$ cat config.mk
export PLATFORM = sky130hd
export DESIGN_NAME = gqls_ram
export DESIGN_NICKNAME = d
export VERILOG_FILES = /design/src/rtl/assert_macros.svh /design/src/rtl/gqls_ram.sv
export SDC_FILE = /design/constraint.sdc
export NUM_CORES = 1
export LEC_CHECK = 0
export BUFFER_PORTS_ARGS = -buffer_cell sky130_fd_sc_hd__clkbuf_2
export CAP_MARGIN = 20
export CORE_AREA = 2 2 197 199
export DETAILED_ROUTE_END_ITERATION = 7
export DIE_AREA = 0 0 199 201
export PLACE_DENSITY = 0.84
export SYNTH_ARGS = -nofsm -noshare
export SYNTH_HDL_FRONTEND = slang
export SYNTH_SLANG_ARGS = --single-unit
$ cat constraint.sdc
create_clock -name i_clk -period 2.2 [get_ports i_clk]
set_input_delay 0.22 -clock i_clk [delete_from_list [all_inputs] [get_ports i_clk]]
set_output_delay 0.22 -clock i_clk [all_outputs]
set_load 0.1 [all_outputs]
$ cat src/rtl/assert_macros.svh
// assertion macros used by the top level rtl file
// expects i_clk and i_rst_n in the enclosing module
`ifndef ASSERT_MACROS_SVH
`define ASSERT_MACROS_SVH

// property must hold at every clock edge out of reset
`define GQLS_ASSERT(label, prop, msg) \
    label: assert property (@(posedge i_clk) disable iff (!i_rst_n) (prop)) else $error(msg);

// condition must never be true out of reset
`define GQLS_NEVER(label, cond, msg) \
    label: assert property (@(posedge i_clk) disable iff (!i_rst_n) !(cond)) else $error(msg);

`endif

$ cat src/rtl/gqls_ram.sv
// single write, single registered read ram with per-entry valid bits
// unwritten entries read as zero after reset; uses no package
module gqls_ram #(
    parameter int DEPTH = 64,
    parameter int WIDTH = 8
) (
    input  logic                     i_clk,
    input  logic                     i_rst_n,
    input  logic                     i_we,
    input  logic [$clog2(DEPTH)-1:0] i_waddr,
    input  logic [WIDTH-1:0]         i_wdata,
    input  logic [$clog2(DEPTH)-1:0] i_raddr,
    output logic [WIDTH-1:0]         o_rdata
);

    logic [WIDTH-1:0] r_mem [DEPTH];
    logic [DEPTH-1:0] r_vld;
    logic [WIDTH-1:0] r_rd_data;
    logic             r_rd_vld;

    always_ff @(posedge i_clk) begin
        if (i_we) begin
            r_mem[i_waddr] <= i_wdata;
        end
        r_rd_data <= r_mem[i_raddr];
    end

    always_ff @(posedge i_clk) begin
        if (!i_rst_n) begin
            r_vld    <= '0;
            r_rd_vld <= 1'b0;
        end else begin
            if (i_we) begin
                r_vld[i_waddr] <= 1'b1;
            end
            r_rd_vld <= r_vld[i_raddr];
        end
    end

    assign o_rdata = r_rd_vld ? r_rd_data : '0;

endmodule

==> run metrics <==
outcome=finished, final reports clean; Max VDD drop=approximately 0.6 mV; initial antenna violation count=1; die height=201 um; final setup vio count=0; worst skew pair latency=0.58 ns; CP Launch Point=r_rd_vld$_SDFF_PN0_; commonest non-fill, non-tap cells in the layout=512 x edfxtp_1, 143 x mux4_2, 109 x buf_4; prevailing post-synth register cell=edfxtp_1; layout cell share with drive strength beyond 1=0.300; # DRC=0; die area=40,000 um2; area delta synth->final=15.1%; Root Buffer=clkbuf_16; I/O pins=31; cts repair resizes=0; synthesized flop and latch total=585; final worst slack=around 0.23 ns; Via density=around 6.6; HPWL after DPL=32,000 um; CTS Sinks=about 590; global-route wire length before repair=about 78,000 um; Area after DPL=24,100 um2; sequential cell area fraction in the yosys report=0.747; total gr overflow=0; EDFF count, synth=around 510; Post-CTS Repair Setup Buffers=0; Fin Clk Skew=0.0171 ns; top cells by area, synth=edfxtp_1 68%, mux4_2 14%, dfxtp_1 6.5%; Worst Setup End Kind=output port; Final Util=0.680; All-Layer GR Usage=0.271; mapped cell area=22,500 um2; required time of the critical path=1.98 ns; final wirelength=52,400 um; core area=38,100 um2; 1st-iter DRT viols=1,747; min cycle time layout=~2.0 ns; commonest non-fill, non-tap cell in the layout=edfxtp_1; Hold Fails Final Rpt=0; CTS Buffer Depth=3; pre-CTS setup slack=around 0.0020 ns; share of the synthesized area in the top cell type=0.683; H-tree depth=2; Min-Delay Startpoint=i_raddr[5]; synth warn=0; Synth area leader=edfxtp_1; filler-free cell count of the finished design=1,804; Max-slew headroom=0.434; fin crit share=0.894; Die W=199 um; CP Class=flip-flop to output port; Slew @ Worst Pin=0.849 ns; Fmax=0.509 GHz; vias in the first global route=approximately 12,000; post-synthesis area per instance=20.6 um2; post-route antenna net violation count=0; placed cell count=1,699; final net count=1,263; PortBufs=30; # Max-Cap Violations=0; initial core utilization=0.591; Post-Layout Inst Area=25,900 um2; Worst setup SP type=flip-flop; syn_nets=~1,100; Cells after Synth=1,091; largest net degree at the start of global routing=65; DR WL/cell=29.0 um; setup TNS=0 ns; vias=11,900; R2R Path Start=r_mem[29][3]$_DFFE_PP_; row count=between 70 and 80; Pwr per Cell Area=roughly 900 nW/um2; CTS tree=built; Synth cell types=42; clock buffer count from CTS=between 50 and 60; CTS hold repair buffers=0; HP Class=input pin to flip-flop; GP Congestion=0.854; diode count=0; Critical Path AT=1.75 ns; RSZ-0062 raised after global routing=false; post-synthesis async set-or-reset flop share=0; TritonRoute pass-1 iters=5; crit path max fanout=8; max-slew violations=0; clock slew at reported path FFs=0.06 ns; leakage=8.58 nW
[through the flow]
step	hold WS, ns	total power [W]
detailed placement	0.449	0.0137
finish	0.153	0.0227
CTS	0.134	0.0228
floorplan	0.319	0.0131
global route	0.148	0.0233
global placement	0.438	0.0136
[synthesized netlist by cell type, drive strengths merged (3+ instances only)]
master    n
edfxtp  512
mux4    151
dfxtp    73
nor2     72
o21a     64
buf      41
mux2i    30
clkbuf   23
nor2b    15
o221ai   15
nand2    12
and2     11
nand3     9
a22oi     8
a211oi    7
nand2b    7
o32ai     7
a21o      6
nand3b    4
nor3      4
nand4     3
o22ai     3
[final cells by class]
class / count / area [um2]
tap: 518 / 648
multi-input combinational: 442 / 5310
clock buffer: 71 / 1520
timing repair buffer: 156 / 1340
fill: 2224 / 12200
clock inverter: 32 / 260
sequential: 585 / 16800
[logic make-up after synthesis]
kind of cell	Yosys count	share of synthesized area
and+or+nand+nor	142	0.0298
AOI/OAI and AO/OA	118	0.0401
buffers and inverters	64	0.0166
DFF	585	0.747
muxes	182	0.166
[worst max-delay path, cell delays in order (launching register included)]
cell	delay, ns
dfxtp_1	0.50
and2_1	0.20
clkbuf_2	0.46
[final timing paths]
path                             to  slack (ns)  cells after the start
max                      o_rdata[1]        0.23                      2
min            r_rd_data[3]$_DFF_P_        0.15                      3
max reg2reg    r_rd_data[3]$_DFF_P_        0.31                      5
min reg2reg  r_vld[38]$_SDFFE_PN0P_        0.46                      1
[routing by layer]
layer | track usage | up-vias | wire length (um)
met5 | 0 | - | 0
li1 | - | 4822 | -
met4 | 0.113 | 0 | 2370
met1 | 0.365 | 6104 | 18900
met2 | 0.439 | 824 | 25700
met3 | 0.0512 | 151 | 5460
[registers in the layout, summed over array words and instances (netlist names)]
register,count
r_rd_data,8
r_vld,64
r_mem,512
r_rd_vld,1
[report_power, final]
part / internal (W) / total [W] / leakage [nW] / switching, W
Clock: 0.00533 / 0.00926 / 0.877 / 0.00393
Sequential: 0.0122 / 0.0122 / 5.20 / 0.0000435
Combinational: 0.000501 / 0.00129 / 2.51 / 0.000788
Total: 0.0180 / 0.0227 / 8.58 / 0.00476
(Power assumes the default switching activity.)
