File: config.mk
export PLATFORM = sky130hd
export DESIGN_NAME = gqls_mac
export DESIGN_NICKNAME = d
export VERILOG_FILES = /design/src/rtl/assert_macros.svh /design/src/rtl/gqls_pkg.sv /design/src/rtl/gqls_mac.sv
export SDC_FILE = /design/constraint.sdc
export NUM_CORES = 1
export LEC_CHECK = 0
export BUFFER_PORTS_ARGS = -buffer_cell sky130_fd_sc_hd__buf_2
export CORE_AREA = 2 2 205 207
export CTS_CLUSTER_DIAMETER = 80
export DETAILED_ROUTE_END_ITERATION = 16
export DIE_AREA = 0 0 207 209
export GPL_ROUTABILITY_DRIVEN = 1
export SETUP_SLACK_MARGIN = 0.1
export SLEW_MARGIN = 20
export SYNTH_ARGS = -nofsm -noshare
export SYNTH_HDL_FRONTEND = slang
export SYNTH_SLANG_ARGS = --single-unit
File: constraint.sdc
create_clock -name i_clk -period 7.5 [get_ports i_clk]
set_clock_uncertainty 0.15 [all_clocks]
set_input_delay 1.125 -clock i_clk [delete_from_list [all_inputs] [get_ports i_clk]]
set_output_delay 1.125 -clock i_clk [all_outputs]
set_load 0.05 [all_outputs]
File: src/rtl/assert_macros.svh
// assertion macros used by the top level rtl file
// expects i_clk and i_rst_n in the enclosing module
`ifndef ASSERT_MACROS_SVH
`define ASSERT_MACROS_SVH

// property must hold at every clock edge out of reset
`define GQLS_ASSERT(label, prop, msg) \
    label: assert property (@(posedge i_clk) disable iff (!i_rst_n) (prop)) else $error(msg);

// condition must never be true out of reset
`define GQLS_NEVER(label, cond, msg) \
    label: assert property (@(posedge i_clk) disable iff (!i_rst_n) !(cond)) else $error(msg);

`endif

File: src/rtl/gqls_pkg.sv
// gridworld q-learning step: shared types, constants and helper functions
// no dependencies
package gqls_pkg;

    localparam int GRID_COLS   = 9;
    localparam int GRID_ROWS   = 6;
    localparam int Q_FRAC_BITS = 16;
    localparam int N_ACTIONS   = 4;
    localparam int N_CELLS     = GRID_ROWS * GRID_COLS;
    localparam int N_QENT      = N_CELLS * N_ACTIONS;
    localparam int CELL_AW     = $clog2(N_CELLS);
    localparam int Q_AW        = CELL_AW + 2;
    localparam int COL_W       = $clog2(GRID_COLS);
    localparam int CNT_W       = 3;
    localparam int Q_W         = 17;
    localparam int FRAC_W      = 17;
    localparam int FRAC_SH     = 16;
    localparam int MUL_A_W     = 17;
    localparam int MUL_B_W     = 18;
    localparam int PROD_W      = MUL_A_W + MUL_B_W;
    localparam int ACC_W       = PROD_W + 1;

    localparam logic [Q_W-1:0]    Q_ONE    = Q_W'(1) << Q_FRAC_BITS;
    localparam logic [FRAC_W-1:0] FRAC_ONE = FRAC_W'(65536);
    localparam logic [CNT_W-1:0]  CNT_END  = CNT_W'(N_ACTIONS);

    typedef enum logic [1:0] {
        OP_STEP  = 2'd0,
        OP_WALL  = 2'd1,
        OP_QREAD = 2'd2,
        OP_NONE  = 2'd3
    } t_op;

    typedef enum logic [1:0] {
        ACT_RIGHT = 2'd0,
        ACT_DOWN  = 2'd1,
        ACT_LEFT  = 2'd2,
        ACT_UP    = 2'd3
    } t_action;

    typedef enum logic [1:0] {
        CFG_LEARN_RATE   = 2'd0,
        CFG_DISCOUNT     = 2'd1,
        CFG_EXPLORE_RATE = 2'd2,
        CFG_GOAL_STATE   = 2'd3
    } t_cfg_idx;

    typedef enum logic [3:0] {
        ST_IDLE,
        ST_EMIT,
        ST_QWAIT,
        ST_ROW,
        ST_CHOOSE,
        ST_WALL,
        ST_NROW,
        ST_MUL_G,
        ST_MUL_O,
        ST_MUL_T,
        ST_MUL_A,
        ST_ACC,
        ST_WB
    } t_state;

    typedef struct packed {
        logic [1:0]  operation;
        logic [7:0]  state;
        logic [1:0]  action_index;
        logic        wall_value;
        logic [15:0] rand_explore;
        logic [1:0]  rand_action;
        logic [3:0]  rand_tie;
    } t_item;

    typedef struct packed {
        logic [1:0]     chosen_action;
        logic [7:0]     next_state;
        logic           reward;
        logic [Q_W-1:0] q_value;
        logic           goal_reached;
    } t_result;

    typedef struct packed {
        logic acc_load;
        logic acc_add;
    } t_mac_ctl;

    // column of a cell index on the grid
    function automatic logic [COL_W-1:0] cell_col(input logic [7:0] s);
        logic [COL_W-1:0] col;
        col = '0;
        for (int r = 0; r < GRID_ROWS; r++) begin
            if ({1'b0, s} >= 9'(r * GRID_COLS)) begin
                col = COL_W'({1'b0, s} - 9'(r * GRID_COLS));
            end
        end
        return col;
    endfunction

    // tied action number (tie mod count) among the set bits of mask
    function automatic logic [1:0] tie_pick(input logic [3:0] mask, input logic [3:0] tie);
        logic [2:0] cnt;
        logic [3:0] rem;
        logic [2:0] seen;
        logic [1:0] pick;
        logic       found;
        cnt = '0;
        for (int a = 0; a < 4; a++) begin
            cnt = cnt + 3'(mask[a]);
        end
        case (cnt)
            3'd2: rem = {3'b000, tie[0]};
            3'd3: begin
                rem = tie;
                for (int i = 0; i < 5; i++) begin
                    if (rem >= 4'd3) begin
                        rem = rem - 4'd3;
                    end
                end
            end
            3'd4: rem = {2'b00, tie[1:0]};
            default: rem = '0;
        endcase
        pick  = '0;
        seen  = '0;
        found = 1'b0;
        for (int a = 0; a < 4; a++) begin
            if (mask[a] && !found) begin
                if (seen == rem[2:0]) begin
                    pick  = 2'(a);
                    found = 1'b1;
                end
                seen = seen + 3'd1;
            end
        end
        return pick;
    endfunction

endpackage

File: src/rtl/gqls_mac.sv
// shared multiply-accumulate unit: registered product, then accumulator
// depends on gqls_pkg
module gqls_mac
    import gqls_pkg::*;
(
    input  logic               i_clk,
    input  logic [MUL_A_W-1:0] i_a,
    input  logic [MUL_B_W-1:0] i_b,
    input  t_mac_ctl           i_ctl,
    output logic [ACC_W-1:0]   o_acc
);

    logic [PROD_W-1:0] r_prod;
    logic [ACC_W-1:0]  r_acc;

    always_ff @(posedge i_clk) begin
        r_prod <= PROD_W'(i_a) * PROD_W'(i_b);
        if (i_ctl.acc_load) begin
            r_acc <= ACC_W'(r_prod);
        end else if (i_ctl.acc_add) begin
            r_acc <= r_acc + ACC_W'(r_prod);
        end
    end

    assign o_acc = r_acc;

endmodule

==> qor.csv, run 1 <==
metric;value;unit
antenna_cells;0;
syn_avg_cell_area;8.806;um^2
grt_usage;0.1754;
drive_above_1_share;0.06846;
start_util;0.3438;
synth_largest_area_cell;fa_1;
crit_fanout;18;
final_core_util;0.3708;
rsz0062_at_grt;false;
cp_cell_sequence;buf_2, nand2_1, fa_1, fa_1, fa_1, inv_1, fa_1, fa_1, inv_1, fa_1, inv_1, ha_1, and3_1, o211a_1, a22oi_2, o221ai_1, a22oi_1, nor4_1, nor3_1, nand3b_1;
grt_max_degree;63;
relSlewSlack;0.4330;
fin_tns_setup;0;ns
cts_sinks;71;
cp-start-kind;input port;
cts_buffers;9;
hp-class;reg -> reg;
grt_pass1_vias;11340;
grt_first_pass_wirelength;61020;um
synth.net_count;2034;
chipWidth;207;um
crit_path_end_kind;flip-flop;
drv_cap;0;
period_share;0.9115;
cp.arrival;6.91;ns
io_buffers;73;
async_reset_ff_frac;0;
tightest_slew;0.8485;ns
cts_resized;0;
ys_warn_count;0;
status;complete, no violations;
clockRootBuffer;clkbuf_16;
rows;75;
ys_seq_area_frac;0.1248;
final_hold_viol_count;0;
dp_hpwl;29970;um
vias_per_cell;4.953;
synth_cell_types;66;
die-area;43260;um^2
drv_slew;0;
synth_edf_count;35;
overflow;0;
cp.required;7.57;ns
area_delta_synth_final;7.871;%
cts.reportedPaths.clkPinSlew;0.06;ns
post-route-min-period;6.836;ns
gp_congestion;0.8524;
wl;37050;um
wire_per_inst;17.03;um
cts_setup_buffers;0;
synth_flop_cell;dfxtp_1;
cts_hold_buffers;0;
h-tree-depth;3;
insertion_delay;0.35;ns
first_pass_iters;5;
synth_area_leaders;fa_1 (34%), ha_1 (13%), inv_1 (8.0%), edfxtp_1 (7.4%), nand2_1 (6.4%);
io_pins;74;
cp_slowest_cell;fa_1;
cp_common_cell;fa_1;
synth_cells;1612;
antenna_found_initial;0;
finalSetupViolCount;0;
drc;0;
detail-route-antenna-nets;0;
layout.cells.non_filler;2175;
max_freq;146.3;MHz
cp_top_family;adder cells;
cpPeakStageDelay;0.54;ns
cp_num_buf_inv;4;
mappedNetlistArea;14190;um^2
cts_tree;built;
synth_top_cell_area_share;0.3385;
crit_type;in -> reg;
dpl.cell_count;2159;
synth-seq-cells;71;
nNetsFinal;2053;
core_area;41290;um^2
vias;10770;
drtIter0Drc;874;
cts_buffer_depth;2;
die_y;209;um
cells in the final DEF, fill, tap and decap left out, types with 3 or more instances in the layout:
master	instances
inv_1	302
nand2_1	243
fa_1	240
ha_1	144
and2_1	142
buf_2	73
a21oi_1	61
o21ai_0	48
dfxtp_1	36
edfxtp_1	35
nor2_1	34
xnor2_1	32
a21o_1	32
xor2_1	21
o21ai_1	20
nand3_1	16
nor3_1	15
nand4_1	12
and3_1	10
clkbuf_16	10
o21a_1	9
o21bai_1	8
nor2b_1	6
a211oi_1	6
a31oi_1	6
o211ai_1	5
or3_1	4
a41oi_1	4
nand2b_1	4
mux2_2	4
a21oi_2	3
buf_4	3
metal layers:
layer | vias up | GRT usage | wire (um)
met1 | 5359 | 0.2516 | 17990
li1 | 5113 | - | -
met2 | 273 | 0.2851 | 16680
met4 | 0 | 0.02808 | 389
met3 | 28 | 0.02615 | 1987
met5 | - | 0 | 0
final timing paths:
check,slack [ns],startpoint,depth (start not counted),endpoint
max reg2reg,4.29,o_acc[0]$_DFFE_PP_,11,o_acc[20]$_DFFE_PP_
max,0.66,i_a[2],20,r_prod[31]$_DFF_P_
min reg2reg,0.40,o_acc[35]$_SDFFE_PP0P_,2,o_acc[35]$_SDFFE_PP0P_
min,0.40,o_acc[35]$_SDFFE_PP0P_,2,o_acc[35]$_SDFFE_PP0P_
worst min-delay path, delay by kind of cell (launching register included):
family                    cells  cell delay, ns
xor gates and xnor gates      1            0.08
DFF                           1            0.35
and+or+nand+nor               1            0.08
stage by stage:
stage,setup WS [ns],cell area (um^2),hold slack (ns)
after floorplan,0.6297,14190,0.3607
after global placement,0.4729,14990,0.3739
after detailed placement,0.3072,14990,0.3843
after CTS,0.6643,15310,0.3996
after global routing,0.2207,15310,0.4291
final,0.6637,15310,0.3993
state kept, by name, indices dropped and copies added, names as in the netlist:
register	cells
o_acc	36
r_prod	35
Yosys cell counts (all sizes together) (7+ instances only):
master	instances
a31oi	7
nand3	17
xor2	21
o21bai	8
and3	10
nor2	34
and2	143
ha	144
nand4	12
nand2	243
edfxtp	35
o21ai	68
o21a	9
a21o	32
inv	302
fa	240
dfxtp	36
clkbuf	63
a21oi	64
xnor2	32
nor3	15
cells by family after synthesis:
kind of cell / share of synthesized area
mux: 0.004583
simple gates: 0.1677
flops: 0.1248
xor+xnor: 0.03270
buf+inv: 0.09837
compound gates: 0.1065
fa+ha+maj: 0.4654
layout make-up:
type	count	area [um^2]
Timing Repair Buffer	76	387.9
Multi-Input combinational cell	1171	11030
Clock inverter	5	63.81
Inverter	302	1134
Sequential cell	71	1772
Tap cell	539	674.4
Clock buffer	11	254.0
Fill cell	4275	25980
Power of run 1 is left out: the tool's default activity adds up to more than one toggle a clock period on the data nets, which glitch-free logic cannot reach.
==> inputs of run 2 (changes only) <==
--- a/config.mk
+++ b/config.mk
@@ -7,6 +7,7 @@
 export LEC_CHECK = 0
 export BUFFER_PORTS_ARGS = -buffer_cell sky130_fd_sc_hd__buf_2
 export CORE_AREA = 2 2 205 207
+export CTS_BUF_LIST = sky130_fd_sc_hd__clkbuf_4 sky130_fd_sc_hd__clkbuf_8
 export CTS_CLUSTER_DIAMETER = 80
 export DETAILED_ROUTE_END_ITERATION = 16
 export DIE_AREA = 0 0 207 209
==> run 2 against run 1 <==
  * Sequential cell count stayed put
  * Core utilization is 0.22 points lower
  * Critical path depth stayed put
  * First-iteration DRC count is 2.2% higher
  * Cell area is 0.60% lower
  * Maximum frequency is 0.26% higher
  * Routed wire length hardly changed
  * Die area stayed put
  * Global-route usage stayed put
  * Count of clock-buffer cells in the layout is 1 lower
  * Non-clock buffer count stayed put
  * Largest cell class unchanged
==> qor.csv, run 2 (synthesis gave the netlist of run 1 again) <==
metric;value;unit
status;complete, no violations;
wl;37020;um
cp.required;7.60;ns
post-route-min-period;6.818;ns
fin_tns_setup;0;ns
fillers;4292;
cts_setup_buffers;0;
die-area;43260;um^2
cts_tree;built;
largest_reg_flops;36;
cp.arrival;6.92;ns
drtIter0Drc;893;
hold_path_depth;2;
rr_worst_depth;11;
setup.worst_path.start;i_a[2];
final_hold_viol_count;0;
rsz0062_at_grt;false;
antenna_cells;0;
relSlewSlack;0.4488;
max_freq;146.7;MHz
maxUsedRoutingLayer;met4;
dp_hpwl;29970;um
detail-route-antenna-nets;0;
die_y;209;um
drive_above_1_share;0.06907;
cts_buffer_depth;2;
first_pass_iters;5;
period_share;0.9091;
insertion_delay;0.37;ns
mostFrequentLayoutCells;inv_1 (302), nand2_1 (243), fa_1 (240), ha_1 (144), and2_1 (142);
cts_hold_buffers;0;
hp-class;reg -> reg;
hold_start;o_acc[35]$_SDFFE_PP0P_;
dpl.cell_count;2159;
crit_path_end_kind;flip-flop;
final_common_cell;inv_1;
cts_buffers;9;
crit_fanout;18;
area_delta_synth_final;7.219;%
h-tree-depth;3;
start_util;0.3438;
gp_congestion;0.8524;
r2r_slack;4.31;ns
io_buffers;73;
final-seq-area;1772;um^2
io_pins;74;
vias;10730;
cts.reportedPaths.clkPinSlew;0.08;ns
finalSetupViolCount;0;
wire_per_inst;17.02;um
antenna_found_initial;0;
wl_met2;16520;um
vias_per_cell;4.934;
chipWidth;207;um
core_area;41290;um^2
grt_max_degree;63;
nNetsFinal;2053;
rows;75;
cts_sinks;71;
cts_resized;0;
r2r-start;o_acc[0]$_DFFE_PP_;
wl_met1;18100;um
drv_slew;0;
grt_first_pass_wirelength;60870;um
layout.cells.non_filler;2175;
multiInputGateArea;11030;um^2
grt_pass1_vias;11350;
r2r-end;o_acc[20]$_DFFE_PP_;
crit_type;in -> reg;
wl_met3;1832;um
overflow;0;
cp-start-kind;input port;
clockRootBuffer;clkbuf_8;
drc;0;
grt_usage;0.1754;
tightest_slew;0.8248;ns
whs_endpoint;o_acc[35]$_SDFFE_PP0P_;
drv_cap;0;
[run 2: changes by cell type in the layout (fill, tap and decap cells not counted), sizes merged]
cell / previous run / this run
bufinv: 1 / 2
clkbuf: 11 / 10
[run 2: per-layer routing]
layer	up-vias	GRT usage
li1	5112	-
met4	0	0.03448
met3	34	0.02780
met2	269	0.2821
met5	-	0
met1	5316	0.2505
[run 2: final cells by class]
cell class,count,area share
multi-input cells,1171,0.7245
clock buffers,10,0.008632
well taps,539,0.04431
clock inverters,6,0.006166
flip-flops and latches,71,0.1164
repair buffers,76,0.02549
inverters,302,0.07448
[run 2: worst max path at each step]
stage / endpoint / slack [ns] / depth (start not counted)
floorplan: r_prod[34]$_DFF_P_ / 0.63 / 24
global placement: r_prod[31]$_DFF_P_ / 0.47 / 20
detailed placement: r_prod[31]$_DFF_P_ / 0.31 / 20
CTS: r_prod[31]$_DFF_P_ / 0.70 / 20
global route: r_prod[31]$_DFF_P_ / 0.25 / 20
finish: r_prod[31]$_DFF_P_ / 0.68 / 20
[run 2: metrics by stage]
stage	worst slack (ns)	hold WS (ns)	utilization	instance area, um^2
after floorplan	0.6297	0.3607	-	14190
after global placement	0.4729	0.3739	0.3632	14990
after detailed placement	0.3072	0.3843	0.3632	14990
after CTS	0.6998	0.4054	0.3686	15220
after global routing	0.2523	0.4352	0.3686	15220
final	0.6815	0.4034	0.3686	15220
[run 2: worst max-delay path, stage by stage]
cell      delay, ns
buf_2          0.37
nand2_1        0.14
fa_1           0.54
fa_1           0.52
fa_1           0.51
inv_1          0.06
fa_1           0.48
fa_1           0.49
inv_1          0.05
fa_1           0.47
inv_1          0.04
ha_1           0.37
and3_1         0.19
o211a_1        0.17
a22oi_2        0.10
o221ai_1       0.34
a22oi_1        0.19
nor4_1         0.47
nor3_1         0.11
nand3b_1       0.17
Power of run 2 is left out for the same reason.
